File: src/rtl/edd_pkg.sv
// shared types and constants of the escaped delta index decoder
`default_nettype none

package edd_pkg;

  localparam logic [7:0] ESCAPE_CODE = 8'd126;
  localparam int unsigned BYTE_BITS = 8;
  localparam int unsigned INDEX_BITS = 16;

  typedef enum logic [1:0] {
    PH_FIRST = 2'd0,
    PH_DELTA = 2'd1,
    PH_HIGH  = 2'd2,
    PH_LOW   = 2'd3
  } phase_t;

  typedef struct packed {
    logic [INDEX_BITS-1:0] prev_index;
    phase_t                phase;
    logic [BYTE_BITS-1:0]  held_high;
    logic [INDEX_BITS-1:0] emitted;
  } dec_state_t;

endpackage

`default_nettype wire

File: src/rtl/edd_step.sv
// one decode step: next decoder state and the optional index for one code byte
`default_nettype none

module edd_step (
  input  edd_pkg::dec_state_t cur,
  input  logic [7:0]          code,
  input  logic [15:0]         count,
  output edd_pkg::dec_state_t nxt,
  output logic                emit,
  output logic [15:0]         value,
  output logic                last
);
  import edd_pkg::*;

  logic [15:0] sext;
  logic [15:0] base;
  logic [16:0] n;

  assign sext = {{8{code[7]}}, code};

  always_comb begin
    nxt   = cur;
    emit  = 1'b0;
    value = sext;
    case (cur.phase)
      PH_FIRST: begin
        emit  = 1'b1;
        value = sext;
      end
      PH_DELTA: begin
        if (code == ESCAPE_CODE) begin
          nxt.phase = PH_HIGH;
        end else begin
          emit  = 1'b1;
          value = cur.prev_index + sext;
        end
      end
      PH_HIGH: begin
        nxt.held_high = code;
        nxt.phase     = PH_LOW;
      end
      PH_LOW: begin
        emit  = 1'b1;
        value = cur.prev_index + {cur.held_high, code};
      end
      default: begin
        nxt.phase = PH_FIRST;
      end
    endcase

    // count of indices emitted so far, restarted by a first byte
    base = (cur.phase == PH_FIRST) ? 16'd0 : cur.emitted;
    n    = {1'b0, base} + 17'd1;
    last = emit && (n >= {1'b0, count});

    if (emit) begin
      nxt.prev_index = value;
      if (last) begin
        nxt.emitted = 16'd0;
        nxt.phase   = PH_FIRST;
      end else begin
        nxt.emitted = n[15:0];
        nxt.phase   = PH_DELTA;
      end
    end
  end

endmodule

`default_nettype wire

File: src/rtl/escaped_delta_index_decoder_unit.sv
// top level of the escaped delta index decoder
//
//  channel   dir  payload (low bit up)           transfer when
//  s_*       in   tdata[7:0] code_byte           s_tvalid && s_tready
//  m_*       out  tdata[15:0] index_value, tlast m_tvalid && m_tready
//  cfg_*     in   wr_data[15:0] index_count      cfg_wr_en
//
// one code byte per cycle sustained while m_* is not stalled; a byte that
// yields an index reaches m_* via the input register and the result register
// the decoder state updates as a byte leaves the input register, so bytes
// follow each other with no gap
// rst is synchronous: phase back to first literal, index_count to 1
// a stalled result holds; the input register still takes a byte while the
// result waits, then s_tready drops until the result is taken
`default_nettype none

module escaped_delta_index_decoder_unit (
  input  logic        clk,
  input  logic        rst,
  // code_byte
  input  logic        s_tvalid,
  output logic        s_tready,
  input  logic [7:0]  s_tdata,
  // index_value
  output logic        m_tvalid,
  input  logic        m_tready,
  output logic [15:0] m_tdata,
  // last_index
  output logic        m_tlast,
  input  logic        cfg_wr_en,
  input  logic [15:0] cfg_wr_data
);
  import edd_pkg::*;

  // index count register
  logic [15:0] index_count;

  // input register
  logic       in_valid;
  logic [7:0] in_byte;

  // decoder state
  dec_state_t state;
  dec_state_t state_next;

  // step outputs
  logic        step_emit;
  logic [15:0] step_value;
  logic        step_last;

  // result register
  logic        out_valid;
  logic [15:0] out_value;
  logic        out_last;

  logic advance;

  // the input register moves on when the result register is free or drains
  assign advance  = in_valid && (!out_valid || m_tready);
  assign s_tready = !in_valid || advance;

  edd_step u_step (
    .cur   (state),
    .code  (in_byte),
    .count (index_count),
    .nxt   (state_next),
    .emit  (step_emit),
    .value (step_value),
    .last  (step_last)
  );

  always_ff @(posedge clk) begin
    if (rst) begin
      index_count <= 16'd1;
    end else if (cfg_wr_en) begin
      index_count <= cfg_wr_data;
    end
  end

  always_ff @(posedge clk) begin
    if (rst) begin
      in_valid <= 1'b0;
    end else if (s_tready) begin
      in_valid <= s_tvalid;
    end
  end

  // payload only, no reset
  always_ff @(posedge clk) begin
    if (s_tready && s_tvalid) begin
      in_byte <= s_tdata;
    end
  end

  always_ff @(posedge clk) begin
    if (rst) begin
      state.prev_index <= 16'd0;
      state.phase      <= PH_FIRST;
      state.held_high  <= 8'd0;
      state.emitted    <= 16'd0;
    end else if (advance) begin
      state <= state_next;
    end
  end

  always_ff @(posedge clk) begin
    if (rst) begin
      out_valid <= 1'b0;
    end else if (advance) begin
      // escape and high bytes leave the result register empty
      out_valid <= step_emit;
    end else if (m_tready) begin
      out_valid <= 1'b0;
    end
  end

  always_ff @(posedge clk) begin
    if (advance && step_emit) begin
      out_value <= step_value;
      out_last  <= step_last;
    end
  end

  assign m_tvalid = out_valid;
  assign m_tdata  = out_value;
  assign m_tlast  = out_last;

endmodule

`default_nettype wire

File: config.mk
export PLATFORM = sky130hd
export DESIGN_NAME = escaped_delta_index_decoder_unit
export DESIGN_NICKNAME = d
export VERILOG_FILES = /design/src/rtl/edd_pkg.sv /design/src/rtl/edd_step.sv /design/src/rtl/escaped_delta_index_decoder_unit.sv
export SDC_FILE = /design/constraint.sdc
export NUM_CORES = 1
export LEC_CHECK = 0
export BUFFER_PORTS_ARGS = -buffer_cell sky130_fd_sc_hd__buf_2
export CAP_MARGIN = 20
export CORE_MARGIN = 10
export CORE_UTILIZATION = 54
export DETAILED_ROUTE_END_ITERATION = 10
export PLACE_DENSITY = 0.77
export SLEW_MARGIN = 25
export SYNTH_ARGS = -nofsm -noshare
export SYNTH_HDL_FRONTEND = slang
export SYNTH_SLANG_ARGS = --single-unit
File: constraint.sdc
create_clock -name clk -period 3.49 [get_ports clk]
set_input_delay 0.349 -clock clk [delete_from_list [all_inputs] [get_ports clk]]
set_output_delay 0.349 -clock clk [all_outputs]
set_load 0.005 [all_outputs]
* After elaboration in Yosys (flattened, before gate mapping)
Index checks and enable logic that the tools add are counted.
** Storage, ports and cells
- Register bits after elaboration :: 85
- Input port bits :: 29
- Output and inout port bits :: 19
- Word-level logic and storage cells :: 46
** Cells by class
- Add/subtract/negate cells :: 3
- Magnitude comparators :: 1
- Equal/unequal tests :: 5
- Muxes and demuxes :: 12
- Reductions and logical operators :: 15
** Operator list (count)
- $mux 16 :: 3
- $add 16x16->16 :: 2
- $pmux 16 s2 :: 1
- $add 16x1->17 const B :: 1
- $ge 17x16->1 :: 1
- $eq 8x7->1 const B :: 1
- $eq 2x2->1 const B :: 2
- $logic_and 1x1->1 :: 4
- $mux 1 :: 4
- $mux 2 :: 2
- $pmux 2 s2 :: 1
- $reduce_and 2->1 :: 2
- $ne 3x2->1 const B :: 1
- $reduce_and 3->1 :: 1
- $reduce_bool 3->1 :: 1
- $eq 2x1->1 const B :: 1
- $logic_not 1->1 :: 2
- $logic_not 2->1 :: 1
- $logic_or 1x1->1 :: 2
- $pmux 1 s2 :: 1
- $reduce_bool 2->1 :: 1
- $reduce_or 2->1 :: 1

* Depth between registers and ports, before layout
Gate-level depths: netlist (run 1).
- Depth after elaboration :: 7
- Depth in mapped cells :: 22
- Gate-level depth less buffers :: 20

* Cells and area by module
From an unflattened synthesis (run 1), not the netlist that was laid out.
** Second synthesis, totals
- Cells, all modules :: 737
- Area, all modules :: 6516.2 µm²
** Modules (own cells, without submodules)
- escaped_delta_index_decoder_unit :: instances 1, cells an instance 271, area an instance 3328.2 µm²
- edd_step :: instances 1, cells an instance 466, area an instance 3188.1 µm²

* Least setup slack after synthesis (run 1)
Ideal clock, no wire load.
- Kind :: reg-to-reg
- Start :: register state[24] in the netlist's numbering
- End :: register state[12] in the netlist's numbering
- Setup time :: 0.070 ns
- Arrival time :: 3.588 ns
- Data required time :: 3.420 ns
- Slack :: -0.167 ns
- Cell stages (with the launch flop) :: 22
- Path buffers :: 3
- Clock period less this slack :: 3.657 ns
- Cell sequence :: dfxtp_1 inv_1 ha_1 buf_2 clkbuf_1 nor2b_1 ha_1 and4_1 nand2_1 nor2_1 nand4_1 xor2_1 nor2_1 ha_1 a21o_1 a21oi_1 o31a_1 nand3b_1 a41oi_1 buf_2 a31oi_1 a21oi_1
** On the way
- Cells in the longest elaborated chain, start to end :: 6
** RTL lines
- from (decl) :: line escaped_delta_index_decoder_unit.sv:43 : dec_state_t state;
- from (signal assigned) :: line escaped_delta_index_decoder_unit.sv:102 : state <= state_next;
- $logic_not 2->1 :: line edd_step.sv:25, edd_step.sv:52
- $mux 16 :: line edd_step.sv:52 : base = (cur.phase == PH_FIRST) ? 16'd0 : cur.emitted;
- $add 16x1->17 :: line edd_step.sv:53 : n = {1'b0, base} + 17'd1;
- $ge 17x16->1 :: line edd_step.sv:54 : last = emit && (n >= {1'b0, count});
- $logic_and 1x1->1 :: line edd_step.sv:54
- $mux 16 :: line edd_step.sv:58 : if (last) begin
Several ways; a longest one is shown, not always the timed one.
A chain may end at the register's enable or synchronous reset.

* Worst setup path after layout (run 1)
- Start :: register state[24] in the netlist's numbering
- End :: register state[14] in the netlist's numbering
The elaborated chain is that of the path after synthesis.

==> results of run 1 <==
per-layer routing:
layer | GRT usage, % | share of wire (%)
met3 | 4.508 | 8.0
met2 | 29.13 | 44
met1 | 25.93 | 45
met5 | 0 | 0
met4 | 6.338 | 2.8
cells in the final DEF (no fill, tap or decap), drive strengths merged, types with 3 or more instances in the layout:
cell,synthesis,layout
a211oi,5,5
a21o,15,15
a21oi,45,45
a221oi,4,4
a22o,12,12
a311oi,3,3
a31oi,8,8
and2,4,4
and3,7,7
buf,8,81
clkbuf,13,11
clkinv,1,3
dfxtp,60,60
edfxtp,25,25
ha,43,43
inv,27,28
mux2i,28,28
nand2,48,48
nand3,12,12
nand4,12,12
nor2,70,70
nor2b,6,6
nor3,8,8
nor3b,3,3
nor4,3,3
o211ai,3,3
o21a,6,6
o21ai,17,17
o221ai,3,3
o22a,5,5
or3,3,3
xnor2,14,14
xor2,14,14
kinds of logic (layout without fill, tap and decap cells):
logic type | count (synthesis) | in the layout | synth area share (%)
flip-flops | 85 | 85 | 38.12
multiplexers | 29 | 29 | 5.694
AND/OR/NAND/NOR | 187 | 187 | 17.30
adder cells (fa/ha/maj) | 44 | 44 | 10.90
AO/OA/AOI/OAI | 141 | 141 | 19.01
XOR/XNOR | 28 | 28 | 4.790
buffers and inverters | 50 | 125 | 4.179
power by group through the flow:
stage | clock network [mW] | logic, mW | registers [mW]
2_1_floorplan | 0 | 0.365 | 1.14
3_3_place_gp | 0 | 0.494 | 1.15
3_5_place_dp | 0 | 0.513 | 1.15
4_1_cts | 0.698 | 0.536 | 1.12
5_1_grt | 0.750 | 0.614 | 1.13
6_report | 0.690 | 0.556 | 1.13
how the worst max path moves through the flow:
stage                         start   endpoint  slack [ps]  cells after the start
after floorplan           state[24]  state[12]          20                     21
after global placement    state[24]  state[14]         100                     21
after detailed placement  state[24]  state[15]        -150                     21
after CTS                 state[24]   state[4]          20                     21
after global routing      state[24]  state[15]        -280                     22
final                     state[24]  state[14]        -170                     22
per-stage QoR:
step | util, % | TNS, ps | hold slack, ps
floorplan | - | 0 | 440.0
finish | 64.66 | -1109 | 161.2
global route | 64.66 | -3550 | 139.6
detailed placement | 60.04 | -693.9 | 455.2
CTS | 63.64 | 0 | 155.8
global placement | 60.04 | 0 | 450.5
critical path, stage by stage (launching register included):
cell and delay, ps:
dfxtp_2 350, inv_2 50, ha_4 170, inv_2 70
nand2_2 70, inv_2 90, ha_4 130, and4_4 250
nand2_4 70, nor2_4 110, nand4_1 140, xor2_1 200
nor2_1 150, ha_1 270, a21o_1 210, a21oi_2 120
o31a_1 180, nand3b_1 140, a41oi_4 270, buf_12 160
buf_4 100, a31oi_1 90, a21oi_1 180
layout make-up:
cell class / count / area [µm²]
well taps: 129 / 161.4
clock buffers: 11 / 131.4
fillers: 744 / 3266
multi-input cells: 429 / 3033
repair buffers: 81 / 538.0
clock inverters: 5 / 51.30
inverters: 28 / 105.1
flip-flops and latches: 85 / 1954
what timing repair did:
item | 4_1_cts | 5_1_grt
buffers inserted | 8 | 9
setup endpoints to repair | 16 | 18
gates cloned | 2 | 0
pin swaps | 4 | 12
resized for setup | 14 | 10
hold endpoints to repair | 0 | 0
flip-flops by register name, summed over array words and instances, names as in the netlist:
signal       cells
in_byte          8
in_valid         1
index_count     16
m_tdata         16
m_tlast          1
m_tvalid         1
state           42
==> results_dict.tcl, run 1 <==
set metrics [dict create \
    ys_warn_count 0 \
    ioPinCount 48 \
    drt-initial-drc-count 446 \
    grt_max_degree 32 \
    track_usage_pct 19.15 \
    avgSynthCellArea_um2 9.078 \
    cts_tree "yes" \
    gp_congestion 0.8940 \
    dp_hpwl_um 9348 \
    power_mw 2.372 \
    r2r_slack_ps -170 \
    whs_endpoint "in_byte[1]" \
    netlist_instances 564 \
    relSlewSlack_pct 48.04 \
    die_area_um2 13780 \
    fin_skew_ps 13.07 \
    path_clk_slew_ps 90 \
    ys_seq_area_share_pct 38.12 \
    start_util_pct 55.41 \
    ys_ff_latch 85 \
    grt_pass1_wl_um 22370 \
    clock_path_buffers 2 \
    clk_latency_ps 370 \
    yosysTopAreaCell "dfxtp_1" \
    h-tree-depth 3 \
    dp_slack_ps -153.7 \
    cell_internal_pwr_mw 1.646 \
    async_flop_share_pct 0 \
    setup_viol 14 \
    cts-root-buf "clkbuf_8" \
    worstPathArrival_ps 3950 \
    syn_nets 637 \
    overflow 0 \
    status "finished with violations" \
    finish.instance_area_um2 5974 \
    min-delay-start "s_tdata[1]" \
    grt_pass1_vias 4499 \
    vias_per_cell 6.065 \
    core_um2 9240 \
    tightestPinTransition_ps 778.5 \
    wire_per_inst_um 17.64 \
    io_buffers 47 \
    vias 4658 \
    final_max_slew_viol_count 0 \
    setup_ws_ps -169.0 \
    cp-end-kind "flip-flop" \
    numClockSinks 85 \
    finalHoldViolations 0 \
    r2r-start "state[24]" \
    reg2regPathDepth 22 \
    synth_common_cells "69 x nor2_1, 60 x dfxtp_1, 48 x nand2_1, 45 x a21oi_1, 43 x ha_1" \
    antenna_found_initial 0 \
    synth_edf_count 25 \
    yosys_most_used_dff "dfxtp_1" \
    whs_path_depth 1 \
    yosysTopAreaCellShare_pct 23.46 \
    postPlaceCellArea_um2 5548 \
    clkPwrFrac_pct 29.1 \
    switching_power_mw 0.7260 \
    die_x_um 117.4 \
    cp-start-kind "flip-flop" \
    netlist_area_um2 5120 \
    yosys-top-cells-area "dfxtp_1 23%, edfxtp_1 15%, ha_1 11%" \
    grt_setup_unrepaired "yes" \
    syn2layout_area_growth_pct 16.69 \
    p_seq_share_pct 47.5 \
    fin_cells 768 \
    required_ps 3780 \
    yosysMostFrequentCell "nor2_1" \
    hold_class "in -> reg" \
    die_h_um 117.4 \
    pwr-share-comb_pct 23.4 \
    violations "setup timing" \
    peakVddDrop_mv 0.2824 \
    power.density_nw_per_um2 397.1 \
    antenna_cells 0 \
    drc 0 \
    cts_buffers 9 \
    finalCriticalPeriod_ps 3659 \
    swShare_pct 30.60 \
    drt_pass1_iterations 6 \
    max_cap_viol_count 0 \
    synth.distinct_cells 65 \
    path_class "reg -> reg" \
    place_inst 733 \
    wirelength_um 13540 \
    p_leak_nw 2.616 \
    crit_fanout 6 \
    hold_buffers 0 \
    r2r-end "state[14]" \
    min_period_over_period_pct 104.8 \
    placementRows 35 \
    drive_gt1_share_pct 19.09 \
    postRouteAntennaNets 0 \
    fmax_mhz 273.3 \
    layout.nets 707 \
]
Power figures use the tool's default switching activity.
==> inputs of run 2 (changes only) <==
--- a/config.mk
+++ b/config.mk
@@ -9,7 +9,7 @@
 export CAP_MARGIN = 20
 export CORE_MARGIN = 10
-export CORE_UTILIZATION = 54
+export CORE_UTILIZATION = 55
 export DETAILED_ROUTE_END_ITERATION = 10
-export PLACE_DENSITY = 0.77
+export PLACE_DENSITY = 0.75
 export SLEW_MARGIN = 25
 export SYNTH_ARGS = -nofsm -noshare
==> constraint.sdc (replaced) <==
create_clock -name clk -period 4.7 [get_ports clk]
set_input_delay 0.47 -clock clk [delete_from_list [all_inputs] [get_ports clk]]
set_output_delay 0.47 -clock clk [all_outputs]
set_load 0.02 [all_outputs]
==> run 2 against run 1 <==
The run now ends clean. Flip-flop and latch count is the same. Via count decreased by 9.1%. Clock-buffer cell count grew 2. Clock skew is 1.9 ps lower. Cell area shrank 6.2%. Maximum frequency shrank 8.4%. Power is 29% lower. Die area is 1.5% lower. Wire length is 14% lower. Critical path depth is 1 lower. Worst setup slack improved by 870 ps. Combinational power down 32%. Critical path type unchanged.
==> results_dict.tcl, run 2 (synthesis gave the netlist of run 1 again) <==
set metrics [dict create \
    cts.repair.resized 0 \
    reg2regPathDepth 21 \
    nFillCells 757 \
    fin_skew_ps 11.19 \
    grt_max_degree 46 \
    antenna_found_initial 0 \
    fmax_mhz 250.4 \
    dp_hpwl_um 8662 \
    p_leak_nw 2.432 \
    r2r-end "state[15]" \
    grt_pass1_wl_um 19580 \
    postRouteAntennaNets 0 \
    cts_tree "yes" \
    clock_path_buffers 2 \
    whs_endpoint "in_byte[6]" \
    finish.instance_area_um2 5602 \
    track_usage_pct 17.71 \
    whs_path_depth 1 \
    path_clk_slew_ps 80 \
    drt_pass1_iterations 5 \
    cp-end-kind "flip-flop" \
    vias 4232 \
    ioPinCount 48 \
    min-delay-start "s_tdata[6]" \
    vias_per_cell 5.870 \
    path_class "reg -> reg" \
    finalCriticalPeriod_ps 3994 \
    finalHoldViolations 0 \
    grt_pass1_vias 4101 \
    final_max_slew_viol_count 0 \
    numClockSinks 85 \
    setup_viol 0 \
    placementRows 35 \
    setup_tns_ps 0 \
    largest-register "state" \
    cts_setup_buffers 0 \
    die_area_um2 13570 \
    peakVddDrop_mv 0.1923 \
    drive_gt1_share_pct 12.46 \
    relSlewSlack_pct 43.32 \
    r2r_slack_ps 710 \
    layout.nets 678 \
    tightestPinTransition_ps 850.3 \
    r2r-start "state[24]" \
    largest_reg_flops 42 \
    status "completed" \
    core_um2 9153 \
    syn2layout_area_growth_pct 9.409 \
    worstPathArrival_ps 4270 \
    cts-root-buf "clkbuf_8" \
    die_h_um 116.5 \
    dp_slack_ps 770.0 \
    fin_hold_ws_ps 295.4 \
    io_buffers 47 \
    die_x_um 116.5 \
    crit_fanout 21 \
    antenna_cells 0 \
    power.density_nw_per_um2 301.6 \
    final_cell_mix "69 x nor2_1, 60 x dfxtp_1, 48 x nand2_1, 47 x buf_2, 45 x a21oi_1" \
    postPlaceCellArea_um2 5423 \
    wire_per_inst_um 16.08 \
    min_period_over_period_pct 84.98 \
    required_ps 4970 \
    drc 0 \
    clk_latency_ps 340 \
    max_cap_viol_count 0 \
    drt-initial-drc-count 261 \
    start_util_pct 55.94 \
    grt_setup_unrepaired "no" \
    wirelength_um 11600 \
    final_common_cell "nor2_1" \
    h-tree-depth 3 \
    cts_buffers 9 \
    setup_ws_ps 705.9 \
    gp_congestion 0.9203 \
    hold_buffers 0 \
    hold_class "in -> reg" \
    cp-start-kind "flip-flop" \
    overflow 0 \
]
-- run 2: cell types whose count changed in the layout (fill, tap and decap cells not counted), moves of 2 or more --
cell	delta
nor2_1	+2
nand2_1	+2
clkinv_2	-2
dfxtp_1	+2
ha_1	+2
inv_2	-4
buf_4	-24
clkbuf_8	+2
inv_1	+3
buf_6	-2
ha_4	-2
dfxtp_2	-2
-- run 2: area by class of cell --
class / instances / area [µm²] / area share [%]
clock buffer: 13 / 158.9 / 2.837
clock inverter: 3 / 20.02 / 0.3574
inverter: 28 / 105.1 / 1.876
multi-input combinational: 429 / 2954 / 52.74
sequential: 85 / 1952 / 34.84
tap: 111 / 138.9 / 2.479
timing repair buffer: 52 / 272.8 / 4.869
-- run 2: stage by stage --
step / util [%] / total power [mW] / instances
after global routing: 61.20 / 1.782 / 721
after floorplan: - / 1.130 / 564
after detailed placement: 59.25 / 1.229 / 705
after CTS: 61.20 / 1.698 / 721
final: 61.20 / 1.690 / 721
after global placement: 59.25 / 1.216 / 705
-- run 2: where the power goes --
part | switching, mW | total (mW) | internal (mW)
Combinational | 0.232 | 0.380 | 0.148
Sequential | 0.0326 | 0.838 | 0.806
Clock | 0.249 | 0.471 | 0.222
-- run 2: layer usage --
metal  vias up  share of wire [%]  wire length, µm  global-route usage [%]
met1      1968                 50             5849                   25.33
met3        12                5.5              642                   3.852
met4         0                1.1              125                   5.088
met2       117                 43             4976                   26.06
met5         -                  0                0                       0
li1       2135                  -                -                       -
-- run 2: critical path, stage by stage, from the launching register on --
cell	delay, ps
dfxtp_1	390
inv_1	80
ha_1	210
clkinv_1	170
nand2_1	100
inv_1	80
ha_1	190
and4_1	270
nand2_1	100
nor2_1	190
nand4_1	190
xor2_1	180
nor2_1	60
ha_1	310
a21o_1	180
a21oi_1	160
o31a_1	210
nand3b_1	90
a41oi_1	190
buf_4	280
a31oi_1	120
a21oi_1	180
-- run 2: worst max path at each step --
| stage | endpoint | cells after the start | from | slack, ps |
|---|---|---|---|---|
| final | state[15] | 21 | state[24] | 710 |
| after detailed placement | state[15] | 21 | state[24] | 770 |
| after floorplan | state[12] | 21 | state[24] | 1040 |
| after CTS | state[15] | 21 | state[24] | 750 |
| after global placement | state[15] | 21 | state[24] | 970 |
| after global routing | state[13] | 20 | state[24] | 350 |
